[src/design/rob_pkg.sv]
// shared types and constants for the in-order release reorder buffer
`timescale 1ns / 1ps

package rob_pkg;

    // slot count; a power of two so that a sequence number picks its slot by its low bits
    localparam int unsigned WINDOW      = 32;
    localparam int unsigned SLOT_W      = $clog2(WINDOW);
    localparam int unsigned MAX_RESULTS = 32;
    localparam int unsigned CNT_W       = $clog2(MAX_RESULTS + 1);
    localparam int unsigned SEQ_W       = 32;
    localparam int unsigned PAY_W       = 32;

    typedef enum logic [1:0] {
        KIND_RELEASE = 2'd0,
        KIND_STALE   = 2'd1,
        KIND_BEYOND  = 2'd2,
        KIND_DUP     = 2'd3
    } kind_t;

    typedef enum logic [1:0] {
        ST_IDLE     = 2'd0,
        ST_CLASSIFY = 2'd1,
        ST_DRAIN    = 2'd2,
        ST_EMIT     = 2'd3
    } state_t;

    typedef struct packed {
        logic [SEQ_W-1:0] item_sequence;
        logic [PAY_W-1:0] item_payload;
    } item_t;

    typedef struct packed {
        kind_t            result_kind;
        logic [SEQ_W-1:0] out_sequence;
        logic [PAY_W-1:0] out_payload;
        logic [SEQ_W-1:0] expected_after;
        logic             last_of_run;
    } result_t;

    typedef struct packed {
        logic capture;
        logic store;
        logic drop_emit;
        logic read;
        logic release_emit;
    } cmd_t;

    typedef struct packed {
        logic is_drop;
        logic head_ready;
        logic out_free;
    } status_t;

endpackage

[src/design/rob_ctrl.sv]
// controller state machine for the reorder buffer
`timescale 1ns / 1ps

module rob_ctrl
(
    input  logic              clk,
    input  logic              rst_n,
    input  logic              item_valid,
    output logic              item_stall,
    input  rob_pkg::status_t  status,
    output rob_pkg::cmd_t     cmd
);

    rob_pkg::state_t state_reg;
    rob_pkg::state_t state_next;

    always_ff @(posedge clk or negedge rst_n)
    begin
        if (!rst_n)
        begin
            state_reg <= rob_pkg::ST_IDLE;
        end
        else
        begin
            state_reg <= state_next;
        end
    end

    always_comb
    begin
        state_next = state_reg;
        cmd        = '0;
        item_stall = 1'b1;
        case (state_reg)
            rob_pkg::ST_IDLE:
            begin
                item_stall = 1'b0;
                if (item_valid)
                begin
                    cmd.capture = 1'b1;
                    state_next  = rob_pkg::ST_CLASSIFY;
                end
            end
            rob_pkg::ST_CLASSIFY:
            begin
                if (!status.is_drop)
                begin
                    cmd.store  = 1'b1;
                    state_next = rob_pkg::ST_DRAIN;
                end
                else if (status.out_free)
                begin
                    cmd.drop_emit = 1'b1;
                    state_next    = rob_pkg::ST_DRAIN;
                end
            end
            rob_pkg::ST_DRAIN:
            begin
                if (status.head_ready)
                begin
                    cmd.read   = 1'b1;
                    state_next = rob_pkg::ST_EMIT;
                end
                else
                begin
                    state_next = rob_pkg::ST_IDLE;
                end
            end
            rob_pkg::ST_EMIT:
            begin
                if (status.out_free)
                begin
                    cmd.release_emit = 1'b1;
                    state_next       = rob_pkg::ST_DRAIN;
                end
            end
            default:
            begin
                state_next = rob_pkg::ST_IDLE;
            end
        endcase
    end

endmodule

[src/design/rob_dp.sv]
// datapath: expected counter, slot store, valid bits and result register
`timescale 1ns / 1ps

module rob_dp
(
    input  logic                        clk,
    input  logic                        rst_n,
    input  rob_pkg::item_t              item,
    input  logic                        cfg_we,
    input  logic [rob_pkg::SEQ_W-1:0]   cfg_data,
    input  rob_pkg::cmd_t               cmd,
    output rob_pkg::status_t            status,
    output logic                        result_valid,
    input  logic                        result_stall,
    output rob_pkg::result_t            result
);

    logic [rob_pkg::SEQ_W-1:0]  seq_reg;
    logic [rob_pkg::PAY_W-1:0]  pay_reg;
    logic [rob_pkg::PAY_W-1:0]  rd_data_reg;
    logic [rob_pkg::PAY_W-1:0]  payload_mem [rob_pkg::WINDOW];
    logic [rob_pkg::SEQ_W-1:0]  exp_reg;
    logic [rob_pkg::SEQ_W-1:0]  exp_next;
    logic [rob_pkg::WINDOW-1:0] valid_reg;
    logic [rob_pkg::WINDOW-1:0] valid_next;
    logic [rob_pkg::CNT_W-1:0]  cnt_reg;
    logic [rob_pkg::CNT_W-1:0]  cnt_next;
    logic                       out_valid_reg;
    logic                       out_valid_next;
    rob_pkg::result_t           out_reg;
    rob_pkg::result_t           out_next;

    logic [rob_pkg::SLOT_W-1:0] seq_slot;
    logic [rob_pkg::SLOT_W-1:0] head_slot;
    logic [rob_pkg::SLOT_W-1:0] next_slot;
    logic [rob_pkg::SEQ_W-1:0]  diff;
    logic [rob_pkg::SEQ_W-1:0]  exp_inc;
    logic [rob_pkg::CNT_W-1:0]  cnt_inc;
    logic                       is_stale;
    logic                       is_beyond;
    logic                       is_dup;
    logic                       head_valid;
    logic                       next_valid;
    logic                       cnt_full;
    rob_pkg::kind_t             drop_kind;

    assign seq_slot   = seq_reg[rob_pkg::SLOT_W-1:0];
    assign head_slot  = exp_reg[rob_pkg::SLOT_W-1:0];
    assign next_slot  = head_slot + rob_pkg::SLOT_W'(1);
    assign diff       = seq_reg - exp_reg;
    assign exp_inc    = exp_reg + rob_pkg::SEQ_W'(1);
    assign cnt_inc    = cnt_reg + rob_pkg::CNT_W'(1);
    assign is_stale   = seq_reg < exp_reg;
    assign is_beyond  = diff >= rob_pkg::SEQ_W'(rob_pkg::WINDOW);
    assign is_dup     = valid_reg[seq_slot];
    assign head_valid = valid_reg[head_slot];
    assign next_valid = valid_reg[next_slot];
    assign cnt_full   = cnt_reg == rob_pkg::CNT_W'(rob_pkg::MAX_RESULTS);

    always_comb
    begin
        if (is_stale)
        begin
            drop_kind = rob_pkg::KIND_STALE;
        end
        else if (is_beyond)
        begin
            drop_kind = rob_pkg::KIND_BEYOND;
        end
        else
        begin
            drop_kind = rob_pkg::KIND_DUP;
        end
    end

    assign status.is_drop    = is_stale || is_beyond || is_dup;
    assign status.head_ready = head_valid && !cnt_full;
    assign status.out_free   = !out_valid_reg || !result_stall;

    always_comb
    begin
        exp_next       = exp_reg;
        valid_next     = valid_reg;
        cnt_next       = cnt_reg;
        out_next       = out_reg;
        out_valid_next = out_valid_reg && result_stall;
        if (cmd.capture)
        begin
            cnt_next = '0;
        end
        if (cmd.store)
        begin
            valid_next[seq_slot] = 1'b1;
        end
        if (cmd.drop_emit)
        begin
            out_next.result_kind    = drop_kind;
            out_next.out_sequence   = seq_reg;
            out_next.out_payload    = pay_reg;
            out_next.expected_after = exp_reg;
            out_next.last_of_run    = !head_valid;
            out_valid_next          = 1'b1;
            cnt_next                = cnt_inc;
        end
        if (cmd.release_emit)
        begin
            out_next.result_kind    = rob_pkg::KIND_RELEASE;
            out_next.out_sequence   = exp_reg;
            out_next.out_payload    = rd_data_reg;
            out_next.expected_after = exp_inc;
            out_next.last_of_run    = !next_valid
                                      || (cnt_inc == rob_pkg::CNT_W'(rob_pkg::MAX_RESULTS));
            out_valid_next          = 1'b1;
            valid_next[head_slot]   = 1'b0;
            exp_next                = exp_inc;
            cnt_next                = cnt_inc;
        end
        if (cfg_we)
        begin
            exp_next   = cfg_data;
            valid_next = '0;
        end
    end

    always_ff @(posedge clk or negedge rst_n)
    begin
        if (!rst_n)
        begin
            exp_reg       <= rob_pkg::SEQ_W'(1);
            valid_reg     <= '0;
            cnt_reg       <= '0;
            out_valid_reg <= 1'b0;
        end
        else
        begin
            exp_reg       <= exp_next;
            valid_reg     <= valid_next;
            cnt_reg       <= cnt_next;
            out_valid_reg <= out_valid_next;
        end
    end

    always_ff @(posedge clk)
    begin
        out_reg <= out_next;
        if (cmd.capture)
        begin
            seq_reg <= item.item_sequence;
            pay_reg <= item.item_payload;
        end
    end

    always_ff @(posedge clk)
    begin
        if (cmd.store)
        begin
            payload_mem[seq_slot] <= pay_reg;
        end
        if (cmd.read)
        begin
            rd_data_reg <= payload_mem[head_slot];
        end
    end

    assign result_valid = out_valid_reg;
    assign result       = out_reg;

endmodule

[src/design/in_order_release_reorder_buffer.sv]
// top level of the in-order release reorder buffer
`timescale 1ns / 1ps

// channel   direction  handshake                 payload
// item      in         item_valid / item_stall   rob_pkg::item_t
// result    out        result_valid / result_stall rob_pkg::result_t
// cfg       in         cfg_we                    cfg_data (start sequence)
//
// an item steps through accept, classify and store, and head check; each release adds a
// read and an emit step; releases go through the slot memory, one registered read per release
// the result register lets an item be taken while the last result still waits
// reset loads the expected number with 1 and clears every slot valid bit
// a stalled result holds the controller in its classify step for a drop
// and in its emit step for a release

module in_order_release_reorder_buffer
(
    input  logic                      clk,
    input  logic                      rst_n,
    input  logic                      item_valid,
    output logic                      item_stall,
    input  rob_pkg::item_t            item,
    output logic                      result_valid,
    input  logic                      result_stall,
    output rob_pkg::result_t          result,
    input  logic                      cfg_we,
    input  logic [rob_pkg::SEQ_W-1:0] cfg_data
);

    rob_pkg::cmd_t    cmd;
    rob_pkg::status_t status;

    rob_ctrl u_ctrl
    (
        .clk        (clk),
        .rst_n      (rst_n),
        .item_valid (item_valid),
        .item_stall (item_stall),
        .status     (status),
        .cmd        (cmd)
    );

    rob_dp u_dp
    (
        .clk          (clk),
        .rst_n        (rst_n),
        .item         (item),
        .cfg_we       (cfg_we),
        .cfg_data     (cfg_data),
        .cmd          (cmd),
        .status       (status),
        .result_valid (result_valid),
        .result_stall (result_stall),
        .result       (result)
    );

    // busy after each accepted beat
    assert property (@(posedge clk) disable iff (!rst_n)
        (item_valid && !item_stall) |=> item_stall)
        else $error("item taken while previous one in flight");

    assert property (@(posedge clk) disable iff (!rst_n)
        (result_valid && result.result_kind == rob_pkg::KIND_RELEASE)
        |-> (result.expected_after == result.out_sequence + rob_pkg::SEQ_W'(1)))
        else $error("release does not advance expected number");

    assert property (@(posedge clk) disable iff (!rst_n)
        (result_valid && result.result_kind == rob_pkg::KIND_STALE)
        |-> (result.out_sequence < result.expected_after))
        else $error("stale drop not below expected number");

    assert property (@(posedge clk) disable iff (!rst_n)
        (result_valid && result.result_kind == rob_pkg::KIND_BEYOND)
        |-> ((result.out_sequence - result.expected_after)
             >= rob_pkg::SEQ_W'(rob_pkg::WINDOW)))
        else $error("window drop inside window");

endmodule

[config.mk]
export PLATFORM = sky130hd
export DESIGN_NAME = in_order_release_reorder_buffer
export DESIGN_NICKNAME = d
export VERILOG_FILES = /design/src/design/rob_pkg.sv /design/src/design/rob_ctrl.sv /design/src/design/rob_dp.sv /design/src/design/in_order_release_reorder_buffer.sv
export SDC_FILE = /design/constraint.sdc
export NUM_CORES = 1
export LEC_CHECK = 0
export BUFFER_PORTS_ARGS = -buffer_cell sky130_fd_sc_hd__buf_2
export CAP_MARGIN = 20
export CORE_ASPECT_RATIO = 0.9
export CORE_MARGIN = 4
export CORE_UTILIZATION = 30
export DETAILED_ROUTE_END_ITERATION = 10
export PLACE_DENSITY = 0.45
export SYNTH_ARGS = -nofsm -noshare
export SYNTH_HDL_FRONTEND = slang
export SYNTH_SLANG_ARGS = --single-unit
[constraint.sdc]
create_clock -name clk -period 8.3 [get_ports clk]
set_clock_uncertainty 0.15 [all_clocks]
set_input_delay 1.66 -clock clk [delete_from_list [all_inputs] [get_ports clk]]
set_output_delay 1.66 -clock clk [all_outputs]
set_load 0.02 [all_outputs]
==> results_dict.tcl <==
set metrics [dict create \
    finalSetupViolations 0 \
    ys_seq_area_share_pct 74.72 \
    crit_arrival_ps 7040 \
    synthFlopType "edfxtp_1" \
    holdPathStages 2 \
    syn_nets 2818 \
    cp.depth 15 \
    die_h_um 400.7 \
    min_period_ps 6827 \
    hpwl_mm 87.24 \
    clockBufferDepth 3 \
    dp_slack_ps 1218 \
    cts_resized 0 \
    ys.warnings.count 0 \
    clock_sinks 1292 \
    tightest_slew_ps 1105 \
    fp.coreArea_mm2 0.1696 \
    gp_congestion 0.8226 \
    track_usage_pct 16.37 \
    slew_violations 0 \
    cp_top_family "simple AND/OR/NAND/NOR gates" \
    cts_tree "built" \
    yosysUniqueCellTypes 69 \
    post_cts_buffers 0 \
    holdBufCountCts 0 \
    slew_headroom_pct 26.33 \
    grt_pass1_vias 28510 \
    async_reset_ff_share_pct 5.650 \
    viasPerCell 5.091 \
    wirelength_mm 147.7 \
    rr_worst_depth 15 \
    rows 143 \
    critPathSlowestCell "edfxtp_1" \
    grt_first_pass_wirelength_mm 211.1 \
    cp-start-kind "register" \
    p_per_area_mw_per_mm2 294.5 \
    synth_cells 2678 \
    crit_path_end_kind "register" \
    crit_buf_inv 3 \
    period_share_pct 82.25 \
    portBuffers 201 \
    run_status "finished, final reports clean" \
    setup_slack_ps 1473 \
    root_buffer "clkbuf_16" \
    initialDrtViolationCount 2600 \
    cts.clk_slew.worst_paths_ps 60 \
    layout-drive-gt1-share_pct 27.79 \
    cpPeakStageDelay_ps 760 \
    antenna_found_initial 4 \
    start_util_pct 30.31 \
    htreeDepth 4 \
    clkLatencyLatePin_ps 770 \
    hold_path_class "register to register" \
    wire_per_inst_um 27.69 \
    fillers 15860 \
    ys_ff_latch 1292 \
    cap_violations 0 \
    area_growth_syn_to_layout_pct 17.08 \
    antenna_left 0 \
    crit_fanout 68 \
    irDropWorstVdd_v 0.0002196 \
    die_area_mm2 0.1781 \
    first_pass_iters 5 \
    fin_nets 3118 \
    io_pins 202 \
    setup_tns_ps 0 \
    remaining_drc_errors 0 \
    hold_viol_final 0 \
    fmax_mhz 146.5 \
    largest_reg_flops 1024 \
    largest_register "u_dp.payload_mem" \
    num_vias 27160 \
    cts_buffers 142 \
    grt_max_degree 139 \
    cp.required_ps 8520 \
    grt-ovfl-total 0 \
    synth_area_mm2 0.05141 \
    worst-setup-path-type "register to register" \
    finalPower_mw 17.72 \
    path_cells "inv_1 > ha_1 > fa_1 > nand2b_1 > a21oi_1 > o21ai_0 > xor2_1 > o2111ai_1 > or4_1 > or4_4 > nor4_4 > nand4b_4 > nand2_1 > inv_4 > buf_4" \
    leakage_nw 19.58 \
    synth_edf_count 1217 \
    reg2reg_slack_ps 1470 \
    die_w_um 444.4 \
    syn_area_per_cell_um2 19.20 \
    rsz0062_at_grt "false" \
]
[through the flow]
| stage | instance area (um2) | cells | utilization, % | hold WS (ps) |
|---|---|---|---|---|
| floorplan | 51410 | 2678 | - | 333.6 |
| global placement | 55620 | 5075 | 32.79 | 347.2 |
| detailed placement | 55650 | 5076 | 32.81 | 349.5 |
| CTS | 60060 | 5326 | 35.41 | 362.8 |
| global route | 60180 | 5331 | 35.48 | 376.7 |
| finish | 60190 | 5334 | 35.49 | 361.3 |
[layer usage]
layer	routed length [um]	up-vias	track usage [%]
met2	72860	769	27.29
met3	7155	188	2.932
met4	2662	0	3.713
met1	65020	14580	22.38
met5	0	-	0
li1	-	11620	-
[kinds of logic after synthesis]
family | Yosys count | synth area share, %
and+or+nand+nor | 422 | 3.947
xor gates and xnor gates | 46 | 0.7836
buffers and inverters | 182 | 1.365
muxes | 330 | 13.42
DFF | 1292 | 74.72
AOI/OAI and AO/OA | 367 | 4.802
adders and majority gates | 39 | 0.9637
[cell usage after synthesis (7+ instances only)]
cell       instances  area (um2)
nand2_1          199       747.0
mux2i_1           11       110.1
mux2_2            35       394.1
or3_1              7       43.79
ha_1              38       475.5
nand3_1           32       160.2
clkbuf_1          96       360.4
o22ai_1            7       43.79
mux4_2           284        6396
xnor2_1           41       359.1
o21a_1            42       315.3
a22oi_1          127       953.4
nand2b_1           9       56.30
o21ai_0           64       320.3
edfxtp_1        1217       36550
dfrtp_1           72        1802
a21o_1             8       60.06
a31oi_1           16       100.1
inv_1             45       168.9
nor2_1            53       198.9
buf_1             34       127.6
o2111ai_1          7       61.31
a21oi_1           60       300.3
nor3_1            43       215.2
nor4_1            10       62.56
nand4_1           38       237.7
[area by class of cell]
class	count	area (um2)	area share, %
diodes	3	7.507	0.01247
clock buffers	184	3752	6.234
clock inverters	66	654.4	1.087
inverters	47	181.4	0.3014
multi-input cells	1204	12550	20.85
flip-flops and latches	1292	38420	63.83
well taps	2247	2811	4.671
repair buffers	291	1817	3.018
[worst min-delay path, cell delays in order, from the launching register on]
cell	delay (ps)
edfxtp_1	320
nand2_1	40
nand2_1	50
[cells in the final DEF (no fill, tap or decap), drive strengths merged, types with 4 or more instances in the layout]
cell        n
edfxtp   1217
buf       291
mux4      284
nand2     199
clkbuf    184
a22oi     127
dfrtp      72
o21ai      64
a21oi      63
clkinv     55
nor2       53
inv        51
nor3       43
o21a       42
xnor2      41
nand4      38
ha         38
mux2       35
nand3      32
nor4       18
a31oi      16
mux2i      11
nand2b      9
a21o        8
o22ai       7
or3         7
o2111ai     7
o211ai      6
xor2        5
bufinv      5
a211oi      5
and3        4
or4         4
[path summary, 6_finish.rpt]
kind | to | from
hold / removal | u_dp.result[62] | u_dp.rd_data_reg[29]
min in group asynchronous | u_dp.exp_reg[21] | rst_n
max in group asynchronous | u_dp.exp_reg[1] | rst_n
setup reg to reg | u_dp.result[35] | u_dp.seq_reg[0]
hold reg to reg | u_dp.result[62] | u_dp.rd_data_reg[29]
setup / recovery | u_dp.result[35] | u_dp.seq_reg[0]
[where the power goes]
| group | switching [mW] | leakage, nW | internal (mW) | total [mW] |
|---|---|---|---|---|
| Clock | 2.64 | 2.14 | 3.38 | 6.02 |
| Sequential | 0.207 | 12.0 | 7.76 | 7.97 |
| Combinational | 2.40 | 5.48 | 1.33 | 3.73 |
(Power assumes the default switching activity.)
